===== src/hw/rtl/blup2_pkg.sv =====
package blup2_pkg;

  // payload widths fixed by the pixel format and the output coordinates
  localparam int PIX_W = 8;
  localparam int POS_W = 11;
  localparam int CFG_W = 11;
  localparam int REG_IDX_W = 1;

  // configuration register indexes
  localparam logic [REG_IDX_W-1:0] REG_WIDTH  = 1'b0;
  localparam logic [REG_IDX_W-1:0] REG_HEIGHT = 1'b1;

  // job queue between front and back
  localparam int QUEUE_DEPTH = 4;
  localparam int QPTR_W = $clog2(QUEUE_DEPTH);

  // signed intermediate wide enough for extrapolated values (-1020..1275)
  localparam int VAL_W = 12;
  typedef logic signed [VAL_W-1:0] val_t;

  // one source pixel's worth of work for the back end
  typedef struct packed {
    logic [PIX_W-1:0] cur;
    logic [PIX_W-1:0] curl;
    logic [PIX_W-1:0] prev;
    logic [PIX_W-1:0] prevl;
    logic [POS_W-1:0] row2;
    logic [POS_W-1:0] col2;
    logic             has_up;
    logic             lastcol;
    logic             lastrow;
  } job_t;

  // output row within one job
  typedef enum logic [2:0] {
    ROW_UP  = 3'b001,
    ROW_MID = 3'b010,
    ROW_LOW = 3'b100
  } row_sel_e;

  // column slot within one output row
  localparam logic [1:0] SLOT_LEFT   = 2'd0;
  localparam logic [1:0] SLOT_PAIR   = 2'd1;
  localparam logic [1:0] SLOT_EDGE_A = 2'd2;
  localparam logic [1:0] SLOT_EDGE_B = 2'd3;

  function automatic val_t ext8(input logic [PIX_W-1:0] x);
    ext8 = val_t'({{(VAL_W-PIX_W){1'b0}}, x});
  endfunction

  // halve with truncation toward zero
  function automatic val_t half2(input val_t s);
    val_t t;
    t = s + val_t'({{(VAL_W-1){1'b0}}, s[VAL_W-1]});
    half2 = t >>> 1;
  endfunction

  function automatic logic [PIX_W-1:0] clamp8(input val_t s);
    if (s < 0) begin
      clamp8 = '0;
    end else if (s > val_t'(255)) begin
      clamp8 = '1;
    end else begin
      clamp8 = s[PIX_W-1:0];
    end
  endfunction

endpackage


===== src/hw/rtl/blup2_if.sv =====


interface blup2_out_if import blup2_pkg::*; ();
  logic             valid;
  logic             ready;
  logic [PIX_W-1:0] pixel_out;
  logic [POS_W-1:0] out_row;
  logic [POS_W-1:0] out_col;
  logic             frame_last;

  modport source (output valid, output pixel_out, output out_row, output out_col,
                  output frame_last, input ready);
  modport sink (input valid, input pixel_out, input out_row, input out_col,
                input frame_last, output ready);
endinterface


===== src/hw/rtl/blup2_back.sv =====
module blup2_back import blup2_pkg::*; (
  input  logic       clk_i,
  input  logic       rst_ni,
  input  job_t       head_i,
  input  logic       empty_i,
  output logic       pop_o,
  blup2_out_if.source out_o
);

  job_t       job_q;
  logic       job_vld_q;
  row_sel_e   row_q;
  logic [1:0] slot_q;
  logic       out_vld_q;
  logic       step, last_slot, last_row, done, load;
  val_t       vl, vr, v;
  logic [POS_W-1:0] row_pos, col_pos;

  // sequencing of the current job
  assign step      = job_vld_q && (!out_vld_q || out_o.ready);
  assign last_slot = job_q.lastcol ? (slot_q == SLOT_EDGE_B) : (slot_q == SLOT_PAIR);
  assign last_row  = (row_q == ROW_LOW) || ((row_q == ROW_MID) && !job_q.lastrow);
  assign done      = step && last_slot && last_row;
  assign load      = (!job_vld_q || done) && !empty_i;
  assign pop_o     = load;

  always_ff @(posedge clk_i or negedge rst_ni) begin
    if (!rst_ni) begin
      job_vld_q <= 1'b0;
      row_q     <= ROW_MID;
      slot_q    <= SLOT_LEFT;
    end else if (load) begin
      job_vld_q <= 1'b1;
      row_q     <= head_i.has_up ? ROW_UP : ROW_MID;
      slot_q    <= SLOT_LEFT;
    end else if (done) begin
      job_vld_q <= 1'b0;
    end else if (step) begin
      if (last_slot) begin
        slot_q <= SLOT_LEFT;
        row_q  <= (row_q == ROW_UP) ? ROW_MID : ROW_LOW;
      end else begin
        slot_q <= slot_q + 1'b1;
      end
    end
  end

  always_ff @(posedge clk_i) begin
    if (load) begin
      job_q <= head_i;
    end
  end

  // column-wise values of the selected output row
  always_comb begin
    case (row_q)
      ROW_UP: begin
        vl      = half2(ext8(job_q.prevl) + ext8(job_q.curl));
        vr      = half2(ext8(job_q.prev) + ext8(job_q.cur));
        row_pos = job_q.row2 - POS_W'(1);
      end
      ROW_LOW: begin
        vl      = (ext8(job_q.curl) <<< 1) - ext8(job_q.prevl);
        vr      = (ext8(job_q.cur) <<< 1) - ext8(job_q.prev);
        row_pos = job_q.row2 + POS_W'(1);
      end
      default: begin
        vl      = ext8(job_q.curl);
        vr      = ext8(job_q.cur);
        row_pos = job_q.row2;
      end
    endcase
  end

  // horizontal interpolation or extrapolation
  always_comb begin
    case (slot_q)
      SLOT_LEFT:   v = vl;
      SLOT_PAIR:   v = half2(vl + vr);
      SLOT_EDGE_A: v = vr;
      default:     v = (vr <<< 1) - vl;
    endcase
    col_pos = job_q.col2 + POS_W'(slot_q) - POS_W'(2);
  end

  // output register
  always_ff @(posedge clk_i or negedge rst_ni) begin
    if (!rst_ni) begin
      out_vld_q <= 1'b0;
    end else if (step) begin
      out_vld_q <= 1'b1;
    end else if (out_o.ready) begin
      out_vld_q <= 1'b0;
    end
  end

  always_ff @(posedge clk_i) begin
    if (step) begin
      out_o.pixel_out  <= clamp8(v);
      out_o.out_row    <= row_pos;
      out_o.out_col    <= col_pos;
      out_o.frame_last <= (row_q == ROW_LOW) && (slot_q == SLOT_EDGE_B);
    end
  end

  assign out_o.valid = out_vld_q;

endmodule


===== src/flat_wrapper.sv =====
// flat-port wrapper written by rule: the top's interface ports become plain ports
module blup2_back_flat import blup2_pkg::*;
  (clk_i, rst_ni, head_i, empty_i, pop_o, out_o_valid, out_o_pixel_out, out_o_out_row, out_o_out_col, out_o_frame_last, out_o_ready);
  blup2_out_if out_o_i ();
  input  logic clk_i;
  input  logic rst_ni;
  input  job_t head_i;
  input  logic empty_i;
  output logic pop_o;
  output wire logic [$bits(out_o_i.valid)-1:0] out_o_valid;
  output wire logic [$bits(out_o_i.pixel_out)-1:0] out_o_pixel_out;
  output wire logic [$bits(out_o_i.out_row)-1:0] out_o_out_row;
  output wire logic [$bits(out_o_i.out_col)-1:0] out_o_out_col;
  output wire logic [$bits(out_o_i.frame_last)-1:0] out_o_frame_last;
  input wire logic [$bits(out_o_i.ready)-1:0] out_o_ready;
  assign out_o_valid = out_o_i.valid;
  assign out_o_pixel_out = out_o_i.pixel_out;
  assign out_o_out_row = out_o_i.out_row;
  assign out_o_out_col = out_o_i.out_col;
  assign out_o_frame_last = out_o_i.frame_last;
  assign out_o_i.ready = out_o_ready;
  blup2_back u_core (.clk_i(clk_i), .rst_ni(rst_ni), .head_i(head_i), .empty_i(empty_i), .pop_o(pop_o), .out_o(out_o_i));
endmodule

===== config.mk =====
export PLATFORM = sky130hd
export DESIGN_NAME = blup2_back_flat
export DESIGN_NICKNAME = d
export VERILOG_FILES = /design/src/hw/rtl/blup2_pkg.sv /design/src/hw/rtl/blup2_if.sv /design/src/hw/rtl/blup2_back.sv /design/src/flat_wrapper.sv
export SDC_FILE = /design/constraint.sdc
export NUM_CORES = 1
export LEC_CHECK = 0
export BUFFER_PORTS_ARGS = -buffer_cell sky130_fd_sc_hd__buf_2
export CAP_MARGIN = 20
export CORE_MARGIN = 8
export CORE_UTILIZATION = 59
export DETAILED_ROUTE_END_ITERATION = 8
export GPL_TIMING_DRIVEN = 0
export PLACE_DENSITY = 0.82
export SYNTH_ARGS = -nofsm -noshare
export SYNTH_HDL_FRONTEND = slang
export SYNTH_SLANG_ARGS = --single-unit

===== constraint.sdc =====
create_clock -name clk_i -period 6.9 [get_ports clk_i]
set_input_delay 0.345 -clock clk_i [delete_from_list [all_inputs] [get_ports clk_i]]
set_output_delay 0.345 -clock clk_i [all_outputs]
set_load 0.01 [all_outputs]

==> impl_metrics.prom <==
# TYPE chip_impl_metric gauge
chip_impl_metric{name="hold_viol_final",unit=""} 0
chip_impl_metric{name="grt_max_degree",unit=""} 41
chip_impl_metric{name="worstSkewPairLatency",unit="ns"} 0.35
chip_impl_metric{name="routed-via-count",unit=""} 5715
chip_impl_metric{name="combined_area_of_all_synthesized_cells",unit="µm²"} 6860
chip_impl_metric{name="clk_pin_slew_worst_paths",unit="ns"} 0.07
chip_impl_metric{name="post-place-ws",unit="ns"} 0.326
chip_impl_metric{name="cts_buffers",unit=""} 9
chip_impl_metric{name="tritoncts_num_sinks",unit=""} 94
chip_impl_metric{name="first_pass_iters",unit=""} 5
chip_impl_metric{name="worst-slew-pin-transition",unit="ns"} 1.00
chip_impl_metric{name="global_route.overflow_total",unit=""} 0
chip_impl_metric{name="antenna_violations_before_repair",unit=""} 0
chip_impl_metric{name="timing.final.crit_period",unit="ns"} 6.30
chip_impl_metric{name="detail_route.vias_per_cell",unit=""} 6.24
chip_impl_metric{name="route.final.wire_length",unit="µm"} 17200
chip_impl_metric{name="number_of_global_route_vias_before_repair",unit=""} 5914
chip_impl_info{name="worstPathCellList",value="clkbuf_1 -> nor3b_1 -> clkbuf_2 -> nor2_1 -> clkbuf_1 -> clkbuf_1 -> a21oi_1 -> o21ai_0 -> ha_1 -> o211a_1 -> a221oi_2 -> a21oi_2 -> a21oi_1 -> and2_1 -> ha_1 -> nand2_1 -> nor4_2 -> xnor2_1 -> o41a_1 -> a311o_1 -> o32ai_4 -> a31oi_1"} 1
chip_impl_info{name="rsz0062_at_grt",value="no"} 1
chip_impl_metric{name="start_util",unit="%"} 60.3
chip_impl_metric{name="nNetsFinal",unit=""} 910
chip_impl_metric{name="syn-num-nets",unit=""} 802
chip_impl_metric{name="synthesis.yosys.warnings",unit=""} 0
chip_impl_metric{name="gpl.final_weighted_congestion",unit=""} 0.920
chip_impl_metric{name="starting_drt_drc_count",unit=""} 440
chip_impl_metric{name="worst_ep_arrival_time",unit="ns"} 6.37
chip_impl_metric{name="synth_seq_cells",unit=""} 94
chip_impl_metric{name="die_area",unit="µm²"} 15300
chip_impl_metric{name="worst_hold_path.num_cells",unit=""} 1
chip_impl_metric{name="placementRows",unit=""} 39
chip_impl_info{name="worst_path_max_delay_cell",value="clkbuf_1"} 1
chip_impl_metric{name="core_region_area",unit="µm²"} 11400
chip_impl_info{name="routed.top_layer",value="met4"} 1
chip_impl_metric{name="track_usage",unit="%"} 22.7
chip_impl_metric{name="skew",unit="ns"} 0.00881
chip_impl_metric{name="htreeDepth",unit=""} 3
chip_impl_info{name="cp_common_cell",value="clkbuf_1"} 1
chip_impl_metric{name="route.met2.wl",unit="µm"} 8580
chip_impl_info{name="run_status",value="completed"} 1
chip_impl_metric{name="post_synth_edffs",unit=""} 87
chip_impl_metric{name="io_buffer_count",unit=""} 93
chip_impl_metric{name="vdd_drop_max",unit="mV"} 0.316
chip_impl_metric{name="hpwlAfterDp",unit="µm"} 12900
chip_impl_metric{name="synthDistinctLibCells",unit=""} 71
chip_impl_metric{name="postSynth.asyncResetShare",unit="%"} 7.45
chip_impl_metric{name="multi_input_area",unit="µm²"} 3790
chip_impl_info{name="worst_path_dominant_cell_family",value="compound AO/OA/AOI/OAI gates"} 1
chip_impl_metric{name="drc",unit=""} 0
chip_impl_metric{name="syn-instance-count",unit=""} 660
chip_impl_metric{name="max_cap_violations",unit=""} 0
chip_impl_info{name="synth_top_flop_cell",value="edfxtp_1"} 1
chip_impl_info{name="cp-startpoint",value="u_core.row_q[0]"} 1
chip_impl_info{name="holdCritStartpoint",value="head_i[10]"} 1
chip_impl_info{name="cts_root_buffer",value="clkbuf_16"} 1
chip_impl_metric{name="clk_path_buf_depth",unit=""} 2
chip_impl_metric{name="fmaxAchievable",unit="MHz"} 159
chip_impl_metric{name="cp_num_buf_inv",unit=""} 4
chip_impl_metric{name="post_synth.cell_area_avg",unit="µm²"} 10.4
chip_impl_metric{name="critical-path-max-stage-delay",unit="ns"} 0.50
chip_impl_metric{name="critical_path.max_fanout",unit=""} 10
chip_impl_metric{name="regArea",unit="µm²"} 2790
chip_impl_metric{name="power_density",unit="nW/µm²"} 491
chip_impl_metric{name="final_routed_wire_length_divided_by_cell_count",unit="µm"} 18.7
chip_impl_info{name="setup.worst_path.end_class",value="flip-flop"} 1
chip_impl_metric{name="ant_nets",unit=""} 0
chip_impl_metric{name="cellLeakagePower",unit="nW"} 3.37
chip_impl_metric{name="antenna_cells_inserted",unit=""} 0
chip_impl_info{name="crit_type",value="flip-flop to flip-flop"} 1
chip_impl_info{name="worstSetupStartpointType",value="flip-flop"} 1
chip_impl_metric{name="worst_slew_margin_rel",unit="%"} 33.2
chip_impl_info{name="hold_path.class",value="input port to flip-flop"} 1
chip_impl_metric{name="final_max_slew_viol_count",unit=""} 0
chip_impl_metric{name="synthToLayoutAreaGrowth",unit="%"} 15.2
chip_impl_metric{name="die_h",unit="µm"} 124
chip_impl_metric{name="timing.critical_path.required",unit="ns"} 6.97
chip_impl_info{name="tritoncts",value="built"} 1
chip_impl_metric{name="worstSetupPathDepth",unit=""} 22
chip_impl_metric{name="rr_worst_depth",unit=""} 22
chip_impl_metric{name="period_share",unit="%"} 91.3
chip_impl_metric{name="layout_setup_ws",unit="ns"} 0.599
chip_impl_metric{name="n_fill_cell",unit=""} 822
chip_impl_info{name="rr_startpoint",value="u_core.row_q[0]"} 1
chip_impl_metric{name="die_span_x",unit="µm"} 124
chip_impl_metric{name="timing.final.setup_violations",unit=""} 0
chip_impl_metric{name="synth.yosys.seq_area_share",unit="%"} 40.7
chip_impl_metric{name="drive_gt1_share",unit="%"} 17.6
chip_impl_metric{name="tns",unit="ns"} 0
chip_impl_metric{name="wire_length_of_the_first_global_routing_pass",unit="µm"} 27400
chip_impl_metric{name="fin_total_pwr",unit="mW"} 3.88
chip_impl_metric{name="met3WireLength",unit="µm"} 1150
chip_impl_metric{name="post_cts.repair.setup_buffers",unit=""} 0
chip_impl_metric{name="io-pin-count",unit=""} 94
chip_impl_metric{name="met1_length",unit="µm"} 6930
## sequential cells by signal, summed over array words and instances, names as in the netlist
signal                   flops
u_core.job_q                56
u_core.out_o.out_col        11
u_core.out_o.out_row        11
u_core.out_o.pixel_out       8
u_core.row_q                 3
u_core.slot_q                2
u_core.job_vld_q             1
u_core.out_o.frame_last      1
u_core.out_o.valid           1
## routing by layer
layer  global-route usage [%]  up-vias
li1                         -     2688
met1                     26.0     2743
met2                     40.0      244
met3                     4.53       40
met4                     10.5        0
met5                        0        -
## what timing repair did
item / 4_1_cts / 5_1_grt
resized for setup: 0 / 3
setup endpoints to repair: 0 / 8
hold buffers: 1 / 0
hold endpoints to repair: 6 / 0
## cell usage in the layout, fill, tap and decap left out, types with 4 or more instances in the layout
cell type  instances
nor4_1             4
a21oi_1           50
nor3_1            18
o21a_1            15
a2111oi_0          4
buf_2             94
nor2_1            30
a21o_1            18
clkbuf_1          13
dfrtp_1            6
clkbuf_16          9
a221oi_1           4
nor2b_1           13
xnor2_1           37
a22oi_1            5
or3_1              4
nand3_1            7
o211ai_1           6
inv_1             63
nand2b_1           9
ha_1              73
o21bai_1           6
a31oi_1            6
o21ai_0           37
nand2_1           34
a211oi_1           4
xor2_1            18
fa_1               8
a31o_2             4
edfxtp_1          87
o221ai_1           5
a221o_1            6
## path summary, 6_finish.rpt
| check | to | slack [ns] |
|---|---|---|
| min in group asynchronous | u_core.slot_q[0] | 0.38 |
| setup reg to reg | u_core.out_o.pixel_out[7] | 0.60 |
| max in group asynchronous | u_core.row_q[1] | 6.28 |
| hold reg to reg | u_core.out_o.out_col[0] | 0.54 |
| setup / recovery | u_core.out_o.pixel_out[7] | 0.60 |
| hold / removal | u_core.job_q[10] | 0.16 |
## worst register-to-register path, delay by kind of cell, from the launching register on
| kind | cells | cell delay [ns] |
|---|---|---|
| fa+ha+maj | 2 | 0.57 |
| compound gates | 10 | 2.62 |
| xor+xnor | 1 | 0.12 |
| flops | 1 | 0.36 |
| buf+inv | 4 | 1.41 |
| simple gates | 5 | 0.93 |
## Yosys cell counts, drive strengths merged (6+ instances only)
cell | n | share of area, %
edfxtp | 87 | 38
ha | 73 | 13
inv | 63 | 3.4
a21oi | 51 | 3.8
o21ai | 39 | 2.8
xnor2 | 37 | 4.7
nand2 | 34 | 1.9
nor2 | 30 | 1.6
a21o | 18 | 2.0
nor3 | 18 | 1.3
xor2 | 18 | 2.3
o21a | 15 | 1.6
nor2b | 14 | 1.3
clkbuf | 13 | 0.71
nand2b | 9 | 0.82
fa | 8 | 2.3
nand3 | 7 | 0.51
a221o | 6 | 0.88
a31oi | 6 | 0.55
dfrtp | 6 | 2.2
nor4 | 6 | 0.77
o211ai | 6 | 0.66
o21bai | 6 | 0.66
## stage by stage
step,util [%],instances,cell area [µm²],hold WS [ns]
finish,69.5,916,7900,0.161
global route,69.5,916,7900,0.153
CTS,69.3,915,7880,0.152
detailed placement,66.4,898,7550,0.188
global placement,66.0,896,7500,0.180
floorplan,-,660,6860,0.0494
## power breakdown
part           total (mW)  switching, mW  internal, mW
combinational        2.48           1.46          1.02
sequential          0.862         0.0569         0.805
clock               0.541          0.220         0.321
total                3.88           1.74          2.14
## cell families after synthesis
kind of cell | after synthesis | synth area share [%]
buffers and inverters | 78 | 4.29
multiplexers | 5 | 0.784
XOR/XNOR | 55 | 7.02
adder cells (fa/ha/maj) | 81 | 15.7
AND/OR/NAND/NOR | 139 | 10.5
AO/OA/AOI/OAI | 208 | 21.1
flip-flops | 94 | 40.7
## area by class of cell
type / instances / area share [%]
clock inverter: 6 / 1.19
inverter: 63 / 2.99
multi-input combinational: 488 / 48.0
tap: 143 / 2.26
clock buffer: 10 / 2.90
sequential: 94 / 35.3
timing repair buffer: 97 / 6.65
buffer: 15 / 0.744
(Power assumes the default switching activity.)
