==> config.mk <==
export PLATFORM = sky130hd
export DESIGN_NAME = blup2_fifo
export DESIGN_NICKNAME = d
export VERILOG_FILES = /design/src/hw/rtl/blup2_pkg.sv /design/src/hw/rtl/blup2_fifo.sv
export SDC_FILE = /design/constraint.sdc
export NUM_CORES = 1
export LEC_CHECK = 0
export ABC_CLOCK_PERIOD_IN_PS = 5100
export BUFFER_PORTS_ARGS = -buffer_cell sky130_fd_sc_hd__buf_2
export CORE_ASPECT_RATIO = 1.75
export CORE_MARGIN = 2
export CORE_UTILIZATION = 40
export DETAILED_ROUTE_END_ITERATION = 12
export SYNTH_ARGS = -nofsm -noshare
export SYNTH_HDL_FRONTEND = slang
export SYNTH_SLANG_ARGS = --single-unit
==> constraint.sdc <==
create_clock -name clk_i -period 5.1 [get_ports clk_i]
set_clock_uncertainty 0.15 [all_clocks]
set_input_delay 1.02 -clock clk_i [delete_from_list [all_inputs] [get_ports clk_i]]
set_output_delay 1.02 -clock clk_i [all_outputs]
set_load 0.03 [all_outputs]
==> src/hw/rtl/blup2_pkg.sv <==
package blup2_pkg;

  // payload widths fixed by the pixel format and the output coordinates
  localparam int PIX_W = 8;
  localparam int POS_W = 11;
  localparam int CFG_W = 11;
  localparam int REG_IDX_W = 1;

  // configuration register indexes
  localparam logic [REG_IDX_W-1:0] REG_WIDTH  = 1'b0;
  localparam logic [REG_IDX_W-1:0] REG_HEIGHT = 1'b1;

  // job queue between front and back
  localparam int QUEUE_DEPTH = 4;
  localparam int QPTR_W = $clog2(QUEUE_DEPTH);

  // signed intermediate wide enough for extrapolated values (-1020..1275)
  localparam int VAL_W = 12;
  typedef logic signed [VAL_W-1:0] val_t;

  // one source pixel's worth of work for the back end
  typedef struct packed {
    logic [PIX_W-1:0] cur;
    logic [PIX_W-1:0] curl;
    logic [PIX_W-1:0] prev;
    logic [PIX_W-1:0] prevl;
    logic [POS_W-1:0] row2;
    logic [POS_W-1:0] col2;
    logic             has_up;
    logic             lastcol;
    logic             lastrow;
  } job_t;

  // output row within one job
  typedef enum logic [2:0] {
    ROW_UP  = 3'b001,
    ROW_MID = 3'b010,
    ROW_LOW = 3'b100
  } row_sel_e;

  // column slot within one output row
  localparam logic [1:0] SLOT_LEFT   = 2'd0;
  localparam logic [1:0] SLOT_PAIR   = 2'd1;
  localparam logic [1:0] SLOT_EDGE_A = 2'd2;
  localparam logic [1:0] SLOT_EDGE_B = 2'd3;

  function automatic val_t ext8(input logic [PIX_W-1:0] x);
    ext8 = val_t'({{(VAL_W-PIX_W){1'b0}}, x});
  endfunction

  // halve with truncation toward zero
  function automatic val_t half2(input val_t s);
    val_t t;
    t = s + val_t'({{(VAL_W-1){1'b0}}, s[VAL_W-1]});
    half2 = t >>> 1;
  endfunction

  function automatic logic [PIX_W-1:0] clamp8(input val_t s);
    if (s < 0) begin
      clamp8 = '0;
    end else if (s > val_t'(255)) begin
      clamp8 = '1;
    end else begin
      clamp8 = s[PIX_W-1:0];
    end
  endfunction

endpackage

==> src/hw/rtl/blup2_fifo.sv <==
module blup2_fifo import blup2_pkg::*; (
  input  logic clk_i,
  input  logic rst_ni,
  input  logic push_i,
  input  job_t push_data_i,
  output logic full_o,
  input  logic pop_i,
  output job_t head_o,
  output logic empty_o
);

  job_t               entry_q [QUEUE_DEPTH];
  logic [QPTR_W-1:0]  wr_ptr_q, rd_ptr_q;
  logic [QPTR_W:0]    count_q;
  logic               do_push, do_pop;

  assign full_o  = (count_q == (QPTR_W+1)'(QUEUE_DEPTH));
  assign empty_o = (count_q == '0);
  assign head_o  = entry_q[rd_ptr_q];
  assign do_push = push_i && !full_o;
  assign do_pop  = pop_i && !empty_o;

  // pointers and fill count
  always_ff @(posedge clk_i or negedge rst_ni) begin
    if (!rst_ni) begin
      wr_ptr_q <= '0;
      rd_ptr_q <= '0;
      count_q  <= '0;
    end else begin
      if (do_push) begin
        wr_ptr_q <= (wr_ptr_q == QPTR_W'(QUEUE_DEPTH-1)) ? '0 : wr_ptr_q + 1'b1;
      end
      if (do_pop) begin
        rd_ptr_q <= (rd_ptr_q == QPTR_W'(QUEUE_DEPTH-1)) ? '0 : rd_ptr_q + 1'b1;
      end
      if (do_push && !do_pop) begin
        count_q <= count_q + 1'b1;
      end else if (do_pop && !do_push) begin
        count_q <= count_q - 1'b1;
      end
    end
  end

  // entry storage
  always_ff @(posedge clk_i) begin
    if (do_push) begin
      entry_q[wr_ptr_q] <= push_data_i;
    end
  end

endmodule

==> results of run 1 <==
-- cells in the mapped netlist (3+ instances only) --
master,count
sky130_fd_sc_hd__mux2_2,4
sky130_fd_sc_hd__buf_4,4
sky130_fd_sc_hd__inv_1,3
sky130_fd_sc_hd__and2_1,3
sky130_fd_sc_hd__buf_1,3
sky130_fd_sc_hd__buf_2,3
sky130_fd_sc_hd__dfrtp_1,7
sky130_fd_sc_hd__ha_1,6
sky130_fd_sc_hd__mux4_2,57
sky130_fd_sc_hd__edfxtp_1,228
sky130_fd_sc_hd__nor2_1,3
-- cell families after synthesis --
group,after synthesis,share of synthesized area [%]
AOI/OAI and AO/OA,2,0.2308
DFF,235,80.93
muxes,61,15.32
and+or+nand+nor,11,0.7499
xor gates and xnor gates,3,0.3029
adders and majority gates,7,1.096
buffers and inverters,16,1.370
-- layout make-up --
class                   instances  area (µm²)
fillers                      1763       11140
flip-flops and latches        235        7027
multi-input cells              84        1550
repair buffers                123       638.1
clock buffers                  28       581.8
well taps                     292       365.4
clock inverters                 8       91.34
inverters                       3       11.26
-- final timing paths --
check / start / to / slack [ns] / cells after the start
max in group asynchronous: rst_ni / rd_ptr_q[0]$_DFFE_PN0P_ / 4.40 / 1
setup / recovery: rd_ptr_q[0]$_DFFE_PN0P_ / head_o[48] / 1.52 / 3
setup reg to reg: wr_ptr_q[0]$_DFFE_PN0P_ / entry_q[3][0]$_DFFE_PP_ / 2.63 / 4
hold / removal: rst_ni / count_q[0]$_DFFE_PN0P_ / 0.21 / 1
hold reg to reg: count_q[2]$_DFFE_PN0P_ / count_q[2]$_DFFE_PN0P_ / 0.39 / 1
min in group clk_i: count_q[2]$_DFFE_PN0P_ / count_q[2]$_DFFE_PN0P_ / 0.39 / 1
-- flip-flops by register name (all words and copies together), names as in the netlist --
| name | flops |
|---|---|
| wr_ptr_q | 2 |
| count_q | 3 |
| rd_ptr_q | 2 |
| entry_q | 228 |
-- where the power goes --
group / leakage (nW) / switching (mW) / total, mW / internal (mW)
clock network: 0.322 / 0.629 / 1.53 / 0.899
registers: 2.17 / 0.179 / 2.74 / 2.56
logic: 0.982 / 1.33 / 2.11 / 0.777
total: 3.47 / 2.14 / 6.37 / 4.23
-- metrics by stage --
stage | instance area [µm²] | utilization (%) | worst slack [ns] | instances | hold WS [ns]
finish | 10260 | 47.95 | 1.523 | 773 | 0.2101
global route | 10260 | 47.95 | 1.354 | 773 | 0.2049
CTS | 10260 | 47.95 | 1.437 | 773 | 0.2002
detailed placement | 9592 | 44.80 | 1.962 | 737 | 0.3841
global placement | 9592 | 44.80 | 1.959 | 737 | 0.3586
floorplan | 8676 | - | 1.005 | 335 | 0.3427
-- worst max-delay path: cells and delay by family, from the launching register on --
kind,cells,cell delay (ns)
DFF,1,0.77
muxes,1,0.58
buffers and inverters,2,0.57
-- per-layer routing --
metal | wire length [µm] | global-route usage, % | part of all wire (%) | up-vias
met1 | 5922 | 16.16 | 37 | 2033
met5 | 34 | 0 | 0.21 | -
met3 | 673 | 2.834 | 4.2 | 29
li1 | - | - | - | 1689
met4 | 401 | 5.355 | 2.5 | 6
met2 | 9107 | 25.95 | 56 | 81
==> out/results.md, run 1 <==
### Timing
* 0 — number of max-slew violations in the final report
* 279.6 MHz — achievable frequency
* 0.9297 ns — actual slew at the worst max-slew pin
* 38.02% — Max-slew headroom
* 0 — setup-violating endpoint count in the final report
* 70.13% — period utilisation layout
* 0 — final number of hold-violating endpoints
* 0 ns — Post-Route Setup TNS
* 3.577 ns — time the worst path needs with I/O delays and setup
* false — setup repair after global routing missed its margin

### Critical path
* 35 — maximum fanout along the worst path
* flip-flop to output pin — type of the setup path with the least slack
* 0.77 ns — peak per-stage delay on the critical path
* 3.93 ns — data required time of the critical path
* flip-flop — Setup crit start kind
* output pin — kind of capture point of the worst setup path
* 2.41 ns — Arrival @ worst endpoint
* sky130_fd_sc_hd__dfrtp_4 — cell type of the slowest stage on the worst timing path
* buf_12 > mux4_2 > buf_2 — series of cell instances along the critical path

### Yosys
* 2.979% — Synth async-reset ratio
* 80.93% — sequential fraction of the synthesis area
* 228 — number of synthesized flops with an enable pin
* 22 — number of distinct standard cells referenced by the synthesized netlist
* 235 — post-synthesis sequential element count
* 403 — synthesized net count
* sky130_fd_sc_hd__edfxtp_1 — largest area contributor in the netlist
* sky130_fd_sc_hd__edfxtp_1 — Primary FF master, synth
* 78.92% — top-area cell type share of the netlist area
* 335 — number of instances in the synthesized netlist
* 0 — number of warnings reported in the yosys synthesis log
* sky130_fd_sc_hd__edfxtp_1, sky130_fd_sc_hd__mux4_2, sky130_fd_sc_hd__dfrtp_1 — synth top area cells
* 25.90 µm² — per-instance average area after synthesis
* 8676 µm² — Post-Syn Area

### Placed design
* 119 — count of port buffers added during placement
* 0.7200 — weighted congestion at the end of routability-driven global placement
* 9.787 mm — estimated wirelength of the detail-placed design

### Global routing
* 14.21% — gr usage total
* 0 — global route overflow
* 4 — initial antenna violation count
* 4241 — vias in the first global route
* 24.12 mm — first-pass GRT wire length
* 58 — pin count of the biggest net entering global routing

### Die
* 21410 µm² — core box area
* 40.52% — effective utilization at floorplan
* 22930 µm² — floorplan die area
* 198.8 µm — Die Height
* 115.3 µm — Die Span X
* 71 — number of cell rows
* 120 — number of top-level pins

### Drt
* 20.88 µm — routed length per instance
* 0 — antenna violation net count after detailed routing
* 3838 — via count
* 16.14 mm — DRT Wirelength
* 237 — Detailed Route Iter0 Violations
* 0 — DRC violations left
* 4 — number of iterations in the first detailed-routing pass
* 4.965 — routed via count divided by cell count

### Clock tree
* 235 — TritonCTS sink count
* 0 — total of hold buffers inserted after clock tree synthesis
* 0 — setup fix buffers added after clock tree synthesis
* sky130_fd_sc_hd__clkbuf_16 — master cell of the clock root buffer
* 0.48 ns — Clock Latency Late Sink
* 0 — Resized Gates After CTS
* 3 — maximum clock path buffer count
* 1 — deepest level of the CTS H-tree
* built — clock tree from TritonCTS
* 20 — TritonCTS buffer count
* 0.06 ns — Worst-path clk slew

### Final layout
* 18.32% — Synth-to-Final Area Change
* sky130_fd_sc_hd__edfxtp_1, sky130_fd_sc_hd__buf_2, sky130_fd_sc_hd__mux4_2 — most used cells in the layout excluding fill and tap cells
* 0 — antenna fix cells
* 46.15% — layout cell share with drive strength beyond 1
* sky130_fd_sc_hd__edfxtp_1 — most frequent standard cell in the layout excluding fill and tap cells
* 535 — Layout Nets

### Flow run
* 0 — max-cap violation count

### Status
* finished, final reports clean — outcome

### Pwr
* 620.9 nW/µm² — power per cell area
* 0.2728 mV — maximum ir drop on the vdd rail
* 3.473 nW — Static Leakage
* 6.373 mW — Total Power

### Worst hold path
* input port to async pin — path class of the lowest-slack min-delay path

(Power assumes the default switching activity.)
==> inputs of run 2 (changes only) <==
Settings changed: ABC_AREA from default to 1, ABC_CLOCK_PERIOD_IN_PS 5100 to 3500.
Clock period 5.1 ns to 3.5 ns, I/O delays scaled along.
==> run 2 against run 1 <==
Compared with the run above: worst hold slack improved by 0.060 ns; die area rose by 15%; wire length increased by 25%; cell count increased by 52%; synthesized cell count grew 120%; flip-flop and latch count did not move; clock-buffer cell count decreased by 2; final area increased by 13%; largest power group is now combinational cells.
==> out/results.md, run 2 <==
### Status
* finished, final reports clean — outcome

### Clock tree
* 0.07 ns — Worst-path clk slew
* 0 — Resized Gates After CTS
* built — clock tree from TritonCTS
* 3 — maximum clock path buffer count
* 22 — TritonCTS buffer count
* sky130_fd_sc_hd__clkbuf_16 — master cell of the clock root buffer
* 1 — deepest level of the CTS H-tree
* 235 — TritonCTS sink count
* 0.49 ns — Clock Latency Late Sink
* 0 — setup fix buffers added after clock tree synthesis

### Drt
* 299 — Detailed Route Iter0 Violations
* 4 — number of iterations in the first detailed-routing pass
* 4.765 — routed via count divided by cell count
* 17.06 µm — routed length per instance
* 0 — DRC violations left
* met5 — top routing layer in use
* 5613 — via count
* 0 — antenna violation net count after detailed routing
* 622 µm — detailed route wirelength on metal3
* 20.09 mm — DRT Wirelength
* 7.842 mm — routed metal-1 wirelength
* 11.26 mm — met2 layer wire length in the routed design

### Placed design
* 0.8002 ns — Place WS
* 1137 — placed cells
* 13.01 mm — estimated wirelength of the detail-placed design
* 119 — count of port buffers added during placement
* 0.7938 — weighted congestion at the end of routability-driven global placement

### Worst hold path
* input port to flip-flop — path class of the lowest-slack min-delay path

### Yosys
* 235 — post-synthesis sequential element count
* sky130_fd_sc_hd__edfxtp_1, sky130_fd_sc_hd__nand2_1, sky130_fd_sc_hd__inv_1 — top cells by instance count after synthesis
* 13.80 µm² — per-instance average area after synthesis
* sky130_fd_sc_hd__edfxtp_1, sky130_fd_sc_hd__o211ai_2, sky130_fd_sc_hd__nand2_1 — synth top area cells
* 70.01% — sequential fraction of the synthesis area
* 19 — number of distinct standard cells referenced by the synthesized netlist
* 228 — number of synthesized flops with an enable pin
* sky130_fd_sc_hd__edfxtp_1 — largest area contributor in the netlist
* 795 — synthesized net count
* 68.26% — top-area cell type share of the netlist area
* 727 — number of instances in the synthesized netlist
* 10030 µm² — Post-Syn Area
* 0 — number of warnings reported in the yosys synthesis log
* 2.979% — Synth async-reset ratio
* sky130_fd_sc_hd__edfxtp_1 — count leader, synth
* sky130_fd_sc_hd__edfxtp_1 — Primary FF master, synth

### Die
* 123.7 µm — Die Span X
* 40.72% — effective utilization at floorplan
* 213.5 µm — Die Height
* 120 — number of top-level pins
* 76 — number of cell rows
* 24630 µm² — core box area
* 26410 µm² — floorplan die area

### Pwr
* 4.671 nW — Static Leakage
* 0.5470 mV — maximum ir drop on the vdd rail
* 911.3 nW/µm² — power per cell area

### Final layout
* 2162 µm² — multi-input combinational cell area
* 1178 — filler-free cell count of the finished design
* sky130_fd_sc_hd__edfxtp_1, sky130_fd_sc_hd__nand2_1, sky130_fd_sc_hd__inv_1 — most used cells in the layout excluding fill and tap cells
* 2175 — fillers
* 7029 µm² — flip-flop and latch area
* 228 — number of flip-flops in the largest register
* entry_q — register with the highest flop count
* entry_q x228, count_q x3 — largest registers
* 918 — Layout Nets
* 15.91% — Synth-to-Final Area Change
* 29.83% — layout cell share with drive strength beyond 1
* sky130_fd_sc_hd__edfxtp_1 — most frequent standard cell in the layout excluding fill and tap cells

### Timing
* 0 — number of max-slew violations in the final report
* 54.58% — Max-slew headroom
* 0.6797 ns — actual slew at the worst max-slew pin
* false — setup repair after global routing missed its margin
* 0 ns — Post-Route Setup TNS
* 0.3275 ns — minimum setup slack in the final design
* 3.172 ns — time the worst path needs with I/O delays and setup
* 315.2 MHz — achievable frequency
* 90.64% — period utilisation layout
* 0 — setup-violating endpoint count in the final report
* 0 — final number of hold-violating endpoints

### Flow run
* 0 — max-cap violation count

### Global routing
* 61 — pin count of the biggest net entering global routing
* 15.34% — gr usage total
* 0 — global route overflow
* 30.64 mm — first-pass GRT wire length
* 5669 — vias in the first global route
* 3 — initial antenna violation count

### Critical path
* 2.32 ns — Arrival @ worst endpoint
* flip-flop — Setup crit start kind
* output pin — kind of capture point of the worst setup path
* flip-flop to output pin — type of the setup path with the least slack
* 2.65 ns — data required time of the critical path
* 29 — maximum fanout along the worst path

==> run 2: cell types whose count changed in the layout (fill, tap and decap cells not counted), moves of 4 or more <==
cell                       before  now
sky130_fd_sc_hd__nand2_1        1  186
sky130_fd_sc_hd__inv_1          3  127
sky130_fd_sc_hd__o211ai_2       0   81
sky130_fd_sc_hd__mux4_2        57    0
sky130_fd_sc_hd__o211ai_1       0   33
sky130_fd_sc_hd__buf_4          3   12
sky130_fd_sc_hd__nand3_1        0    7
sky130_fd_sc_hd__buf_12         1    6
sky130_fd_sc_hd__mux2_2         4    0
==> run 2: what timing repair did <==
item / CTS / global route
hold buffers: 1 / 0
endpoints found under the hold margin: 7 / 0
endpoints found under the setup margin: 0 / 0
==> run 2: per-stage QoR <==
stage               power [mW]  hold WS, ns  cell area, µm²  utilization (%)
finish                   10.59       0.2705           11620            47.20
global route             11.19       0.2620           11620            47.20
CTS                      10.77       0.2540           11620            47.19
detailed placement       8.343       0.3527           10880            44.17
global placement         8.292       0.3347           10880            44.17
floorplan                7.300       0.2544           10030                -
==> run 2: critical path, cell delays in order, from the launching register on <==
cell	delay, ns
sky130_fd_sc_hd__dfrtp_4	0.67
sky130_fd_sc_hd__inv_4	0.42
sky130_fd_sc_hd__buf_4	0.32
sky130_fd_sc_hd__o211ai_2	0.12
sky130_fd_sc_hd__nand2_1	0.09
sky130_fd_sc_hd__buf_2	0.20
==> run 2: area by class of cell <==
cell class / count / area share, %
Antenna cell: 1 / 0.02153
Tap cell: 312 / 3.358
Inverter: 130 / 4.219
Clock inverter: 13 / 1.270
Timing Repair Buffer: 138 / 7.018
Clock buffer: 26 / 5.048
Sequential cell: 235 / 60.47
Multi-Input combinational cell: 323 / 18.60
==> run 2: metal layers <==
layer,GRT usage [%],vias to the layer above
met5,0,-
met4,4.389,2
met3,1.888,24
met2,29.39,102
met1,17.52,2728
li1,-,2757
==> run 2: report_power, final <==
group          switching, mW  internal (mW)  total (mW)
registers              0.315           3.70        4.02
clock network          0.997           1.42        2.42
logic                   2.91           1.24        4.16
==> run 2: kinds of logic (layout without fill, tap and decap cells) <==
group | Yosys count | count (layout) | synth area share (%)
AND/OR/NAND/NOR | 200 | 200 | 7.597
flip-flops | 235 | 235 | 70.01
adder cells (fa/ha/maj) | 7 | 7 | 0.9481
buffers and inverters | 169 | 307 | 8.733
XOR/XNOR | 1 | 1 | 0.08734
other | 0 | 1 | 0
AO/OA/AOI/OAI | 115 | 115 | 12.62
==> run 2: worst paths after layout <==
path	to	cells after the start	from	slack (ns)
min	entry_q[2][16]$_DFFE_PP_	1	push_data_i[16]	0.27
max reg2reg	entry_q[3][21]$_DFFE_PP_	5	count_q[0]$_DFFE_PN0P_	1.09
min reg2reg	count_q[2]$_DFFE_PN0P_	2	count_q[2]$_DFFE_PN0P_	0.36
min in group asynchronous	wr_ptr_q[1]$_DFFE_PN0P_	2	rst_ni	0.43
max in group asynchronous	rd_ptr_q[0]$_DFFE_PN0P_	2	rst_ni	2.58
max	head_o[33]	5	rd_ptr_q[1]$_DFFE_PN0P_	0.33
